**src/sv/ctr_pkg.sv**
```systemverilog
// Shared types, sizes and codes for the sparse column-to-row transpose block.
package ctr_pkg;

  localparam int MAX_NODES   = 1024;
  localparam int MAX_ENTRIES = 4096;
  localparam int NODE_W      = $clog2(MAX_NODES);
  localparam int NC_W        = NODE_W + 1;
  localparam int ENT_AW      = $clog2(MAX_ENTRIES);
  localparam int CNT_W       = ENT_AW + 1;
  localparam int WT_W        = 64;

  // Command codes.
  localparam logic [1:0] CMD_LOAD     = 2'd0;
  localparam logic [1:0] CMD_BUILD    = 2'd1;
  localparam logic [1:0] CMD_READ_EDG = 2'd2;
  localparam logic [1:0] CMD_READ_PTR = 2'd3;

  // Result status codes.
  localparam logic [2:0] ST_OK        = 3'd0;
  localparam logic [2:0] ST_REV_MISS  = 3'd1;
  localparam logic [2:0] ST_REV_DROP  = 3'd2;
  localparam logic [2:0] ST_RANGE     = 3'd3;
  localparam logic [2:0] ST_ORDER     = 3'd4;
  localparam logic [2:0] ST_FULL      = 3'd5;
  localparam logic [2:0] ST_NOT_BUILT = 3'd6;

  // Configuration register indexes.
  localparam logic [1:0] CFG_NODE_COUNT = 2'd0;
  localparam logic [1:0] CFG_DROP_DIAG  = 2'd1;
  localparam logic [1:0] CFG_CHECK_REV  = 2'd2;

  typedef struct packed {
    logic [1:0]        cmd;
    logic [NODE_W-1:0] column;
    logic [NODE_W-1:0] row;
    logic [WT_W-1:0]   weight_bits;
    logic [CNT_W-1:0]  index;
  } in_item_t;

  typedef struct packed {
    logic [2:0]        status;
    logic [NODE_W-1:0] dest_node;
    logic [WT_W-1:0]   edge_weight;
    logic [ENT_AW-1:0] reverse_edge;
    logic              reverse_valid;
    logic [CNT_W-1:0]  count_value;
    logic [NODE_W-1:0] error_row;
    logic [NODE_W-1:0] error_col;
  } out_item_t;

endpackage

```
**src/sv/ctr_bsearch.sv**
```systemverilog
// Shared binary search step: midpoint, match and bound update.
module ctr_bsearch import ctr_pkg::*; (
  input  logic [CNT_W-1:0]  lo,
  input  logic [CNT_W-1:0]  hi,
  input  logic [ENT_AW-1:0] mid_in,
  input  logic [NODE_W-1:0] probe,
  input  logic [NODE_W-1:0] target,
  output logic [ENT_AW-1:0] mid,
  output logic              empty,
  output logic              found,
  output logic [CNT_W-1:0]  lo_nxt,
  output logic [CNT_W-1:0]  hi_nxt
);

  logic [CNT_W-1:0] span;
  logic [CNT_W-1:0] mid_full;

  // Midpoint of the half-open interval [lo, hi).
  always_comb begin
    span     = hi - lo;
    mid_full = lo + (span >> 1);
    mid      = mid_full[ENT_AW-1:0];
    empty    = (lo >= hi);
  end

  // Narrow the interval around the probed row.
  always_comb begin
    found  = (probe == target);
    lo_nxt = lo;
    hi_nxt = hi;
    if (probe < target) begin
      lo_nxt = {1'b0, mid_in} + CNT_W'(1);
    end else begin
      hi_nxt = {1'b0, mid_in};
    end
  end

endmodule

```
**config.mk**
```make
export PLATFORM = sky130hd
export DESIGN_NAME = ctr_bsearch
export DESIGN_NICKNAME = d
export VERILOG_FILES = /design/src/sv/ctr_pkg.sv /design/src/sv/ctr_bsearch.sv
export SDC_FILE = /design/constraint.sdc
export NUM_CORES = 1
export LEC_CHECK = 0
export ABC_AREA = 1
export BUFFER_PORTS_ARGS = -buffer_cell sky130_fd_sc_hd__buf_4
export CAP_MARGIN = 20
export CORE_ASPECT_RATIO = 0.9
export CORE_MARGIN = 2
export CORE_UTILIZATION = 50
export DETAILED_ROUTE_END_ITERATION = 16
export GPL_TIMING_DRIVEN = 0
export PLACE_DENSITY = 0.85
export SETUP_SLACK_MARGIN = 0.15
export SYNTH_ARGS = -nofsm -noshare
export SYNTH_HDL_FRONTEND = slang
export SYNTH_SLANG_ARGS = --single-unit
```
**constraint.sdc**
```tcl
create_clock -name vclk -period 3.8
set_clock_uncertainty 0.15 [all_clocks]
set_input_delay 0.19 -clock vclk [all_inputs]
set_output_delay 0.19 -clock vclk [all_outputs]
set_load 0.02 [all_outputs]
```
==> results.toml <==
[hold_path]
hp-start = "mid_in[0]"
min_to = "lo_nxt[0]"
worst_hold_path.num_cells = 3
hold_class = "in2out"

[clock_tree]
postCtsSetupRepairBufs = 0
cts_hold_buf = 0
cts_resized = 0

[route]
routedWlPerCell_um = 11.55
vias = 2671
ant_nets = 0
wl_um = 6052
drtIter0Drc = 108
first_pass_iters = 4
viasPerCell = 5.097
drc = 0

[timing]
setup_ws_ns = 0.4565
fmax_mhz = 299.1
setup_viol = 0
min_period_over_period_pct = 87.99
maxSlewHeadroom_pct = 79.56
period_minus_slack_ns = 3.344
finalHoldViolations = 0
tns_ns = 0
rsz0062_at_grt = "false"
maxSlewViolCount = 0
max_slew.worst_pin.slew_ns = 0.3044
hold_ws_ns = 0.5589

[worst_setup_path]
required_ns = 3.46
crit_arrival_ns = 3.00
path_class = "in2out"
critPathCaptureType = "primary output"
startpoint_type = "input port"
critPathMaxFanout = 5

[pwr]
vdd_drop_max_uv = 147.7
internal_power_mw = 0.3361
switching_share_pct = 57.47
comb_power_share_pct = 100.0
p_sw_mw = 0.4541
pwr-share-seq_pct = 0
power.total_mw = 0.7902
power.leakage_nw = 1.767
p_per_area_nw_per_um2 = 271.0
p_clk_share_pct = 0

[yosys]
synth_xor_area_share_pct = 9.917
synth.cell_area_sq_um = 2120
synth.avg_cell_area_sq_um = 5.607
synth_compound_area_share_pct = 16.41
synth.mux.area_fraction_pct = 0
synth_top_family_by_area = "simple AND/OR/NAND/NOR gates"
yosysWarnings = 0
synthDistinctLibCells = 27
syn-num-nets = 474
yosys.area_share.adder_pct = 23.14
syn_inst = 378
synth-seq-area-share_pct = 0
synthSimpleGateAreaFrac_pct = 35.89

[cells_and_area]
seq_cell_count = 0
fin_util_pct = 71.56
antenna_cells = 0
stdcell_area_sq_um = 2915
fillers = 388
syn_to_final_growth_pct = 37.54
drive_above_1_share_pct = 23.95
clkbuf_count = 0
multiInputGateArea_sq_um = 1809
final_common_cell = "nand2_1"
final_nets = 574
layout_common_cells = "nand2_1, buf_4, inv_1, ha_1, nor2_1"
final_cells = 524
seqCellArea_sq_um = 0

[grt]
grt_pass1_wl_um = 10660
first_global_vias = 2631
grt_max_degree = 11
grt_use_total_pct = 26.59
gr-total-overflow = 0
antenna_found_initial = 0

[floorplanning]
initial_core_util_pct = 52.03
core_sq_um = 4074
pin_count = 98
die_area_sq_um = 4777
row_count = 22
die_h_um = 65.77
die_w_um = 72.63

[placed_design]
gp_congestion = 0.9169
dpl.hpwl_um = 5428
dpl_worst_slack_ns = 0.5121
placedInstanceArea_sq_um = 2915
port_buffers = 98
placed_cells = 524

[job]
maxCapViolations = 0

[outcome]
outcome = "complete, no violations"
==> how the worst max path moves through the flow <==
| stage | from | slack (ns) | endpoint | cells past startpoint |
|---|---|---|---|---|
| 5_1_grt | lo[0] | 0.20 | mid[11] | 18 |
| 2_1_floorplan | hi[0] | 1.07 | mid[11] | 17 |
| 3_3_place_gp | lo[0] | 0.54 | mid[11] | 18 |
| 3_5_place_dp | lo[0] | 0.51 | mid[11] | 18 |
| 6_report | lo[0] | 0.46 | mid[11] | 18 |
| 4_1_cts | lo[0] | 0.50 | mid[11] | 18 |
==> layout make-up <==
class	instances	share of cell area, %
multi-input cells	299	62.06
plain buffers	5	1.116
inverters	74	9.528
well taps	48	2.060
repair buffers	98	25.24
==> critical path, cell delays in order <==
cell and delay, ns:
buf_4 0.12, ha_1 0.24, fa_1 0.41, inv_1 0.09, a21oi_1 0.11, o21bai_1 0.21
nand2_1 0.11, nand3_1 0.08, nand2_1 0.06, ha_1 0.35, nand2_1 0.10, nor2_1 0.22
nand2_1 0.08, nor2_1 0.19, nand3b_1 0.15, nand3_1 0.08, nand2_1 0.07, buf_4 0.13
==> cell usage after synthesis, types with 5 or more instances <==
cell / number / area [sq um]
a21oi_1: 18 / 90.09
ha_1: 36 / 450.4
inv_1: 74 / 277.8
nand2_1: 115 / 431.7
nand3_1: 19 / 95.09
nand4_1: 6 / 37.54
nor2_1: 25 / 93.84
o21ai_0: 5 / 25.02
o21ai_1: 22 / 110.1
xnor2_1: 8 / 70.07
xor2_1: 16 / 140.1
==> power groups by stage <==
stage	Combinational [mW]	Clock [mW]	Sequential [mW]
6_report	0.790	0	0
2_1_floorplan	0.504	0	0
4_1_cts	0.792	0	0
3_3_place_gp	0.775	0	0
3_5_place_dp	0.789	0	0
5_1_grt	0.879	0	0
==> logic make-up after synthesis <==
group	count (synthesis)
AO/OA/AOI/OAI	61
AND/OR/NAND/NOR	176
buffers and inverters	79
XOR/XNOR	24
adder cells (fa/ha/maj)	38
==> metal layers <==
metal,part of all wire [%],track usage (%),vias up
li1,-,-,1401
met1,45,32.88,1174
met2,47,50.34,87
met3,6.2,2.301,9
met4,1.3,3.935,0
met5,0,0,-
Power figures use the tool's default switching activity.
