$ cat src/sv/ctr_ram.sv
// Generic simple dual-port RAM with one write port and one registered read port.
module ctr_ram #(
  parameter int W = 8,
  parameter int D = 16
) (
  input  logic                 clk,
  input  logic                 we,
  input  logic [$clog2(D)-1:0] waddr,
  input  logic [W-1:0]         wdata,
  input  logic [$clog2(D)-1:0] raddr,
  output logic [W-1:0]         rdata
);

  logic [W-1:0] mem [D];

  // Write and registered read.
  always_ff @(posedge clk) begin
    if (we) begin
      mem[waddr] <= wdata;
    end
    rdata <= mem[raddr];
  end

endmodule

$ cat config.mk
export PLATFORM = sky130hd
export DESIGN_NAME = ctr_ram
export DESIGN_NICKNAME = d
export VERILOG_FILES = /design/src/sv/ctr_ram.sv
export SDC_FILE = /design/constraint.sdc
export NUM_CORES = 1
export LEC_CHECK = 0
export BUFFER_PORTS_ARGS = -buffer_cell sky130_fd_sc_hd__buf_2
export CAP_MARGIN = 5
export CORE_MARGIN = 5
export CORE_UTILIZATION = 60
export CTS_CLUSTER_DIAMETER = 100
export DETAILED_ROUTE_END_ITERATION = 8
export PLACE_DENSITY = 0.82
export SLEW_MARGIN = 0
export SYNTH_ARGS = -nofsm -noshare
export SYNTH_HDL_FRONTEND = slang
export SYNTH_SLANG_ARGS = --single-unit
export TNS_END_PERCENT = 30
$ cat constraint.sdc
create_clock -name clk -period 2.7 [get_ports clk]
set_clock_uncertainty 0.1 [all_clocks]
set_input_delay 0.54 -clock clk [delete_from_list [all_inputs] [get_ports clk]]
set_output_delay 0.54 -clock clk [all_outputs]
set_load 0.05 [all_outputs]
==> summary.md, run 1 <==
| Metric | Value |
|---|---|
| Layout cells sized above 1 | `31.40%` |
| Sinks on the clock net | `136` |
| Ranking of synthesized cells by area | `edfxtp_1 (75%), mux4_2 (7.9%), mux4_1 (7.1%), dfxtp_1 (3.1%), a22oi_1 (2.3%)` |
| Synthesized cell area | `5147 um^2` |
| Worst VDD drop | `0.5101 mV` |
| Pin count of the biggest net entering global routing | `33` |
| TritonCTS clock tree | `yes` |
| Reg2Reg Capture Point | `rdata[5]` |
| Share of the synthesized area in the top cell type | `74.67%` |
| Deepest clock path buffer count | `2` |
| Cts bufs inserted | `17` |
| Core area | `8299 um^2` |
| DIE AREA | `10530 um^2` |
| Total Wirelength | `10550 um` |
| Hold path depth | `1` |
| CP Capture Type | `output pin` |
| Int Pwr | `3891 uW` |
| H-tree Lvls | `4` |
| Initial Utilization | `62.02%` |
| RR Startpoint | `mem[10][5]` |
| Buffers on Ports | `25` |
| Most frequent cells in the layout | `edfxtp_1 (128), buf_2 (25), mux4_2 (18), a22oi_1 (16), clkbuf_16 (16)` |
| Top delay family on crit path | `flip-flops` |
| CP cell instances | `buf_2` |
| Post-Route Setup TNS | `0 ps` |
| Final #Nets | `298` |
| Syn nets | `247` |
| Synth warnings | `0` |
| Routed vias/inst | `6.432` |
| Syn avg cell area | `22.48 um^2` |
| WS Path Type | `reg2out` |
| Crit. path cell count | `1` |
| Die X | `102.6 um` |
| Finished Layout Cells | `398` |
| Via count | `2560` |
| Worst hold start | `wdata[4]` |
| Hold Vio Cnt, Final | `0` |
| Clock Latency Late Sink | `520 ps` |
| Final GP Congestion | `0.7989` |
| Max cap viols | `0` |
| Register bit total from synthesis | `136` |
| Root Buffer | `clkbuf_8` |
| GR Overflow Total | `0` |
| Max incr delay on CP | `380 ps` |
| First-pass GRT wire length | `15930 um` |
| GRT Util Overall | `22.22%` |
| Crit-path max FO | `1` |
| Pre-CTS WS | `619.3 ps` |
| Area delta synth->final | `17.96%` |
| R2r setup slk | `1170 ps` |
| Outcome | `finished clean` |
| Routed WL per cell | `26.50 um` |
| Max Freq | `547.4 MHz` |
| Area leader, netlist | `edfxtp_1` |
| Clock slew at reported path FFs | `60 ps` |
| Final setup margin | `873.1 ps` |
| Final Power | `4963 uW` |
| Ant diodes | `0` |
| Hold_buf cts | `0` |
| Fin crit share | `67.66%` |
| Hold slack | `306.6 ps` |
| Register-to-Register Path Depth | `3` |
| 1st-iter DRT viols | `269` |
| Half-perimeter wire length after placement | `6110 um` |
| Distinct cell type count after synthesis | `19` |
| Switching component of the power | `1073 uW` |
| Routed Antenna Nets | `0` |
| Worst path required time | `2060 ps` |
| Clock power share | `46.7%` |
| Switch share | `21.61%` |
| Register share of total power | `47.9%` |
| DRC | `0` |
| Commonest non-fill, non-tap cell in the layout | `edfxtp_1` |
| Placed Cells incl. Taps | `366` |
| Io pins | `26` |
| Die height | `102.6 um` |
| # setup viols final | `0` |
| Critical Path AT | `1190 ps` |
| Comb power frac | `5.4%` |
| Slew Limit Fails | `0` |
| Setup bufs post-CTS | `0` |
| Router iterations before antenna repair | `6` |
| Unrepaired setup endpoints after global routing | `no` |
| Cells after Synth | `229` |
| Slowest CP cell | `dfxtp_1` |
| Row cnt | `33` |
| Buf/Inv on CP | `1` |
| Min Clock Period, post-route | `1827 ps` |
| P_leak | `0.002079 uW` |
| Initial antenna violation count | `0` |
| WHS Endpoint | `mem[10][4]` |
| Sequential element share of the synthesized area | `77.78%` |
| Cts repair resizes | `0` |
| Vias in the first global route | `2639` |
| CP Launch Type | `register` |
| PD cells | `817.4 nW/um^2` |
| Worst Tran Pin Value | `859.7 ps` |
| Worst min path class | `in2reg` |
| Slew HR | `42.47%` |
-- through the flow --
step | utilization, % | instance area (um^2)
global placement | 65.91 | 5470
global route | 73.16 | 6072
CTS | 73.16 | 6072
floorplan | - | 5147
finish | 73.16 | 6072
detailed placement | 65.91 | 5470
-- power groups by stage --
| stage | sequential, uW | combinational (uW) | clock, uW |
|---|---|---|---|
| after CTS | 2380 | 270 | 2330 |
| after detailed placement | 2420 | 262 | 0 |
| after global routing | 2380 | 285 | 2440 |
| final | 2380 | 268 | 2320 |
| after global placement | 2420 | 255 | 0 |
| after floorplan | 2460 | 120 | 0 |
-- layer usage --
| metal | track usage, % | vias up | share of wire, % |
|---|---|---|---|
| li1 | - | 1074 | - |
| met1 | 30.46 | 1304 | 40 |
| met2 | 33.71 | 161 | 49 |
| met3 | 8.254 | 21 | 9.5 |
| met4 | 7.265 | 0 | 1.5 |
| met5 | 0 | - | 0 |
-- cells by family after synthesis --
logic type,share of synthesized area (%)
simple gates,3.184
compound gates,2.334
flops,77.78
mux,15.02
buf+inv,1.677
-- worst register-to-register path: stages, from the launching register on --
cell and delay, ps:
edfxtp_1 390, mux4_1 510, a22oi_1 280, nand2_1 120
-- state kept, by name, indices dropped and copies added (netlist names) --
name / count
mem: 128
rdata: 8
-- cells in the mapped netlist (all sizes together) --
| cell type | count |
|---|---|
| clkdlybuf4s25 | 3 |
| mux4 | 32 |
| a22oi | 16 |
| nor3 | 4 |
| and2b | 1 |
| nor2b | 1 |
| nand2b | 2 |
| edfxtp | 128 |
| nand2 | 9 |
| dfxtp | 8 |
| and2 | 1 |
| nand3 | 1 |
| or3b | 1 |
| nor2 | 13 |
| buf | 7 |
| nand3b | 2 |
-- how the worst max path moves through the flow --
stage	startpoint	endpoint	slack, ps
CTS	rdata[7]	rdata[7]	870
floorplan	waddr[2]	mem[0][0]	570
detailed placement	waddr[3]	mem[5][4]	620
global route	rdata[7]	rdata[7]	830
global placement	raddr[0]	rdata[2]	640
finish	rdata[7]	rdata[7]	870
-- area by class of cell --
cell class / instances / area (um^2)
sequential: 136 / 4004
fill: 421 / 2227
multi-input combinational: 83 / 1057
clock buffer: 18 / 427.9
timing repair buffer: 42 / 277.8
clock inverter: 14 / 173.9
tap: 105 / 131.4
No activity file was read; power rests on OpenSTA's default activity.
==> run 2, diff against run 1 <==
--- a/config.mk
+++ b/config.mk
@@ -8,10 +8,10 @@
 export BUFFER_PORTS_ARGS = -buffer_cell sky130_fd_sc_hd__buf_2
 export CAP_MARGIN = 5
 export CORE_MARGIN = 5
-export CORE_UTILIZATION = 60
+export CORE_UTILIZATION = 54
 export CTS_CLUSTER_DIAMETER = 100
 export DETAILED_ROUTE_END_ITERATION = 8
-export PLACE_DENSITY = 0.82
+export PLACE_DENSITY = 0.78
 export SLEW_MARGIN = 0
 export SYNTH_ARGS = -nofsm -noshare
 export SYNTH_HDL_FRONTEND = slang
==> constraint.sdc (replaced) <==
create_clock -name clk -period 1.6 [get_ports clk]
set_clock_uncertainty 0.1 [all_clocks]
set_input_delay 0.32 -clock clk [delete_from_list [all_inputs] [get_ports clk]]
set_output_delay 0.32 -clock clk [all_outputs]
set_load 0.05 [all_outputs]
==> run 2 against run 1 <==
Against the previous run:
- total power increased by 69%
- die area is 10% higher
- register-to-register slack got worse by 1000 ps
- largest power group unchanged
- sequential power rose by 68%
- sequential share of layout area is 1.5 points lower
- flip-flop and latch count is the same
- combinational power up 76%
- utilization shrank 6.3 points
- first-iteration DRC count is 28% lower
- global-route usage decreased by 1.2 points
==> summary.md, run 2 (synthesis results as in run 1) <==
| Metric | Value |
|---|---|
| Vias in the first global route | `2720` |
| Area delta synth->final | `20.69%` |
| WS Path Type | `reg2out` |
| Clock Latency Late Sink | `520 ps` |
| P_leak | `0.002159 uW` |
| Total Wirelength | `10990 um` |
| GRT Util Overall | `21.07%` |
| H-tree Lvls | `4` |
| Most frequent cells in the layout | `edfxtp_1 (128), buf_4 (30), buf_2 (24), mux4_2 (18)` |
| Worst Tran Pin Value | `819.8 ps` |
| Routed vias/inst | `5.924` |
| Root Buffer | `clkbuf_8` |
| Cts bufs inserted | `17` |
| Hold Vio Cnt, Final | `0` |
| 1st-iter DRT viols | `194` |
| Slew HR | `45.15%` |
| Fin crit share | `96.04%` |
| Final #Nets | `312` |
| Sinks on the clock net | `136` |
| Max Freq | `650.8 MHz` |
| Row cnt | `35` |
| First-pass GRT wire length | `16940 um` |
| CP cell instances | `buf_2` |
| Die X | `107.6 um` |
| Router iterations before antenna repair | `5` |
| Die height | `107.6 um` |
| Layout cells sized above 1 | `35.18%` |
| GR Overflow Total | `0` |
| TritonCTS clock tree | `yes` |
| Min Clock Period, post-route | `1537 ps` |
| Deepest clock path buffer count | `2` |
| Post-Route Setup TNS | `0 ps` |
| Register share of total power | `47.9%` |
| Placed Cells incl. Taps | `404` |
| Clock power share | `46.5%` |
| Io pins | `26` |
| Setup bufs post-CTS | `0` |
| Comb power frac | `5.6%` |
| Final GP Congestion | `0.7848` |
| Switch share | `21.35%` |
| Unrepaired setup endpoints after global routing | `no` |
| Commonest non-fill, non-tap cell in the layout | `edfxtp_1` |
| CP Launch Type | `register` |
| Max cap viols | `0` |
| Clock slew at reported path FFs | `60 ps` |
| Worst path required time | `1180 ps` |
| Largest Register | `mem` |
| Pin count of the biggest net entering global routing | `23` |
| Critical Path AT | `1120 ps` |
| Pre-CTS WS | `-215.9 ps` |
| Worst VDD drop | `0.7476 mV` |
| DRC | `0` |
| Crit-path max FO | `1` |
| DIE AREA | `11590 um^2` |
| Worst min path class | `in2reg` |
| Buf/Inv on CP | `1` |
| Half-perimeter wire length after placement | `6820 um` |
| Initial antenna violation count | `0` |
| Int Pwr | `6587 uW` |
| Number of flip-flops under the largest register name | `128` |
| PD cells | `1348 nW/um^2` |
| Final setup margin | `63.42 ps` |
| Routed WL per cell | `25.22 um` |
| # setup viols final | `0` |
| Top delay family on crit path | `flip-flops` |
| Slowest CP cell | `dfxtp_1` |
| Initial Utilization | `55.44%` |
| Core area | `9284 um^2` |
| Outcome | `finished clean` |
| Buffers on Ports | `25` |
| Max incr delay on CP | `340 ps` |
| Top Registers | `mem (128), rdata (8)` |
| Ant diodes | `0` |
| Routed Antenna Nets | `0` |
| Switching component of the power | `1788 uW` |
| Hold slack | `89.42 ps` |
| Slew Limit Fails | `0` |
| CP Capture Type | `output pin` |
| Finished Layout Cells | `436` |
| Via count | `2583` |
-- run 2: final timing paths --
check,from,endpoint,slack (ps),cells after the start
worst min-delay path,wdata[5],mem[7][5],90,1
worst min register to register,mem[11][3],rdata[3],590,3
worst max register to register,mem[0][4],rdata[4],120,3
worst max-delay path,rdata[5],rdata[5],60,1
-- run 2: area by class of cell --
| class | count | area (um^2) |
|---|---|---|
| multi-input cells | 83 | 1062 |
| repair buffers | 56 | 385.4 |
| clock inverters | 14 | 171.4 |
| fillers | 599 | 3072 |
| clock buffers | 18 | 427.9 |
| well taps | 129 | 161.4 |
| flip-flops and latches | 136 | 4004 |
-- run 2: layer usage --
layer | vias up | part of all wire [%] | global-route usage (%)
li1 | 1105 | - | -
met1 | 1334 | 40 | 28.44
met2 | 125 | 52 | 33.88
met3 | 19 | 6.0 | 4.499
met4 | 0 | 1.9 | 8.296
met5 | - | 0 | 0
-- run 2: repair_timing --
item                       in CTS  in global routing
setup endpoints to repair       1                  0
resized for setup               1                  0
hold buffers                    0                  0
-- run 2: power by group through the flow --
stage	Sequential [uW]	Clock, uW	Combinational (uW)
floorplan	4160	0	202
global placement	4080	0	453
detailed placement	4080	0	469
CTS	4010	3940	474
global route	4020	4130	504
finish	4010	3890	472
-- run 2: through the flow --
| stage | utilization [%] | area (um^2) | power, uW |
|---|---|---|---|
| floorplan | - | 5152 | 4360 |
| global placement | 60.43 | 5610 | 4532 |
| detailed placement | 60.43 | 5610 | 4554 |
| CTS | 66.91 | 6212 | 8426 |
| global route | 66.91 | 6212 | 8652 |
| finish | 66.91 | 6212 | 8375 |
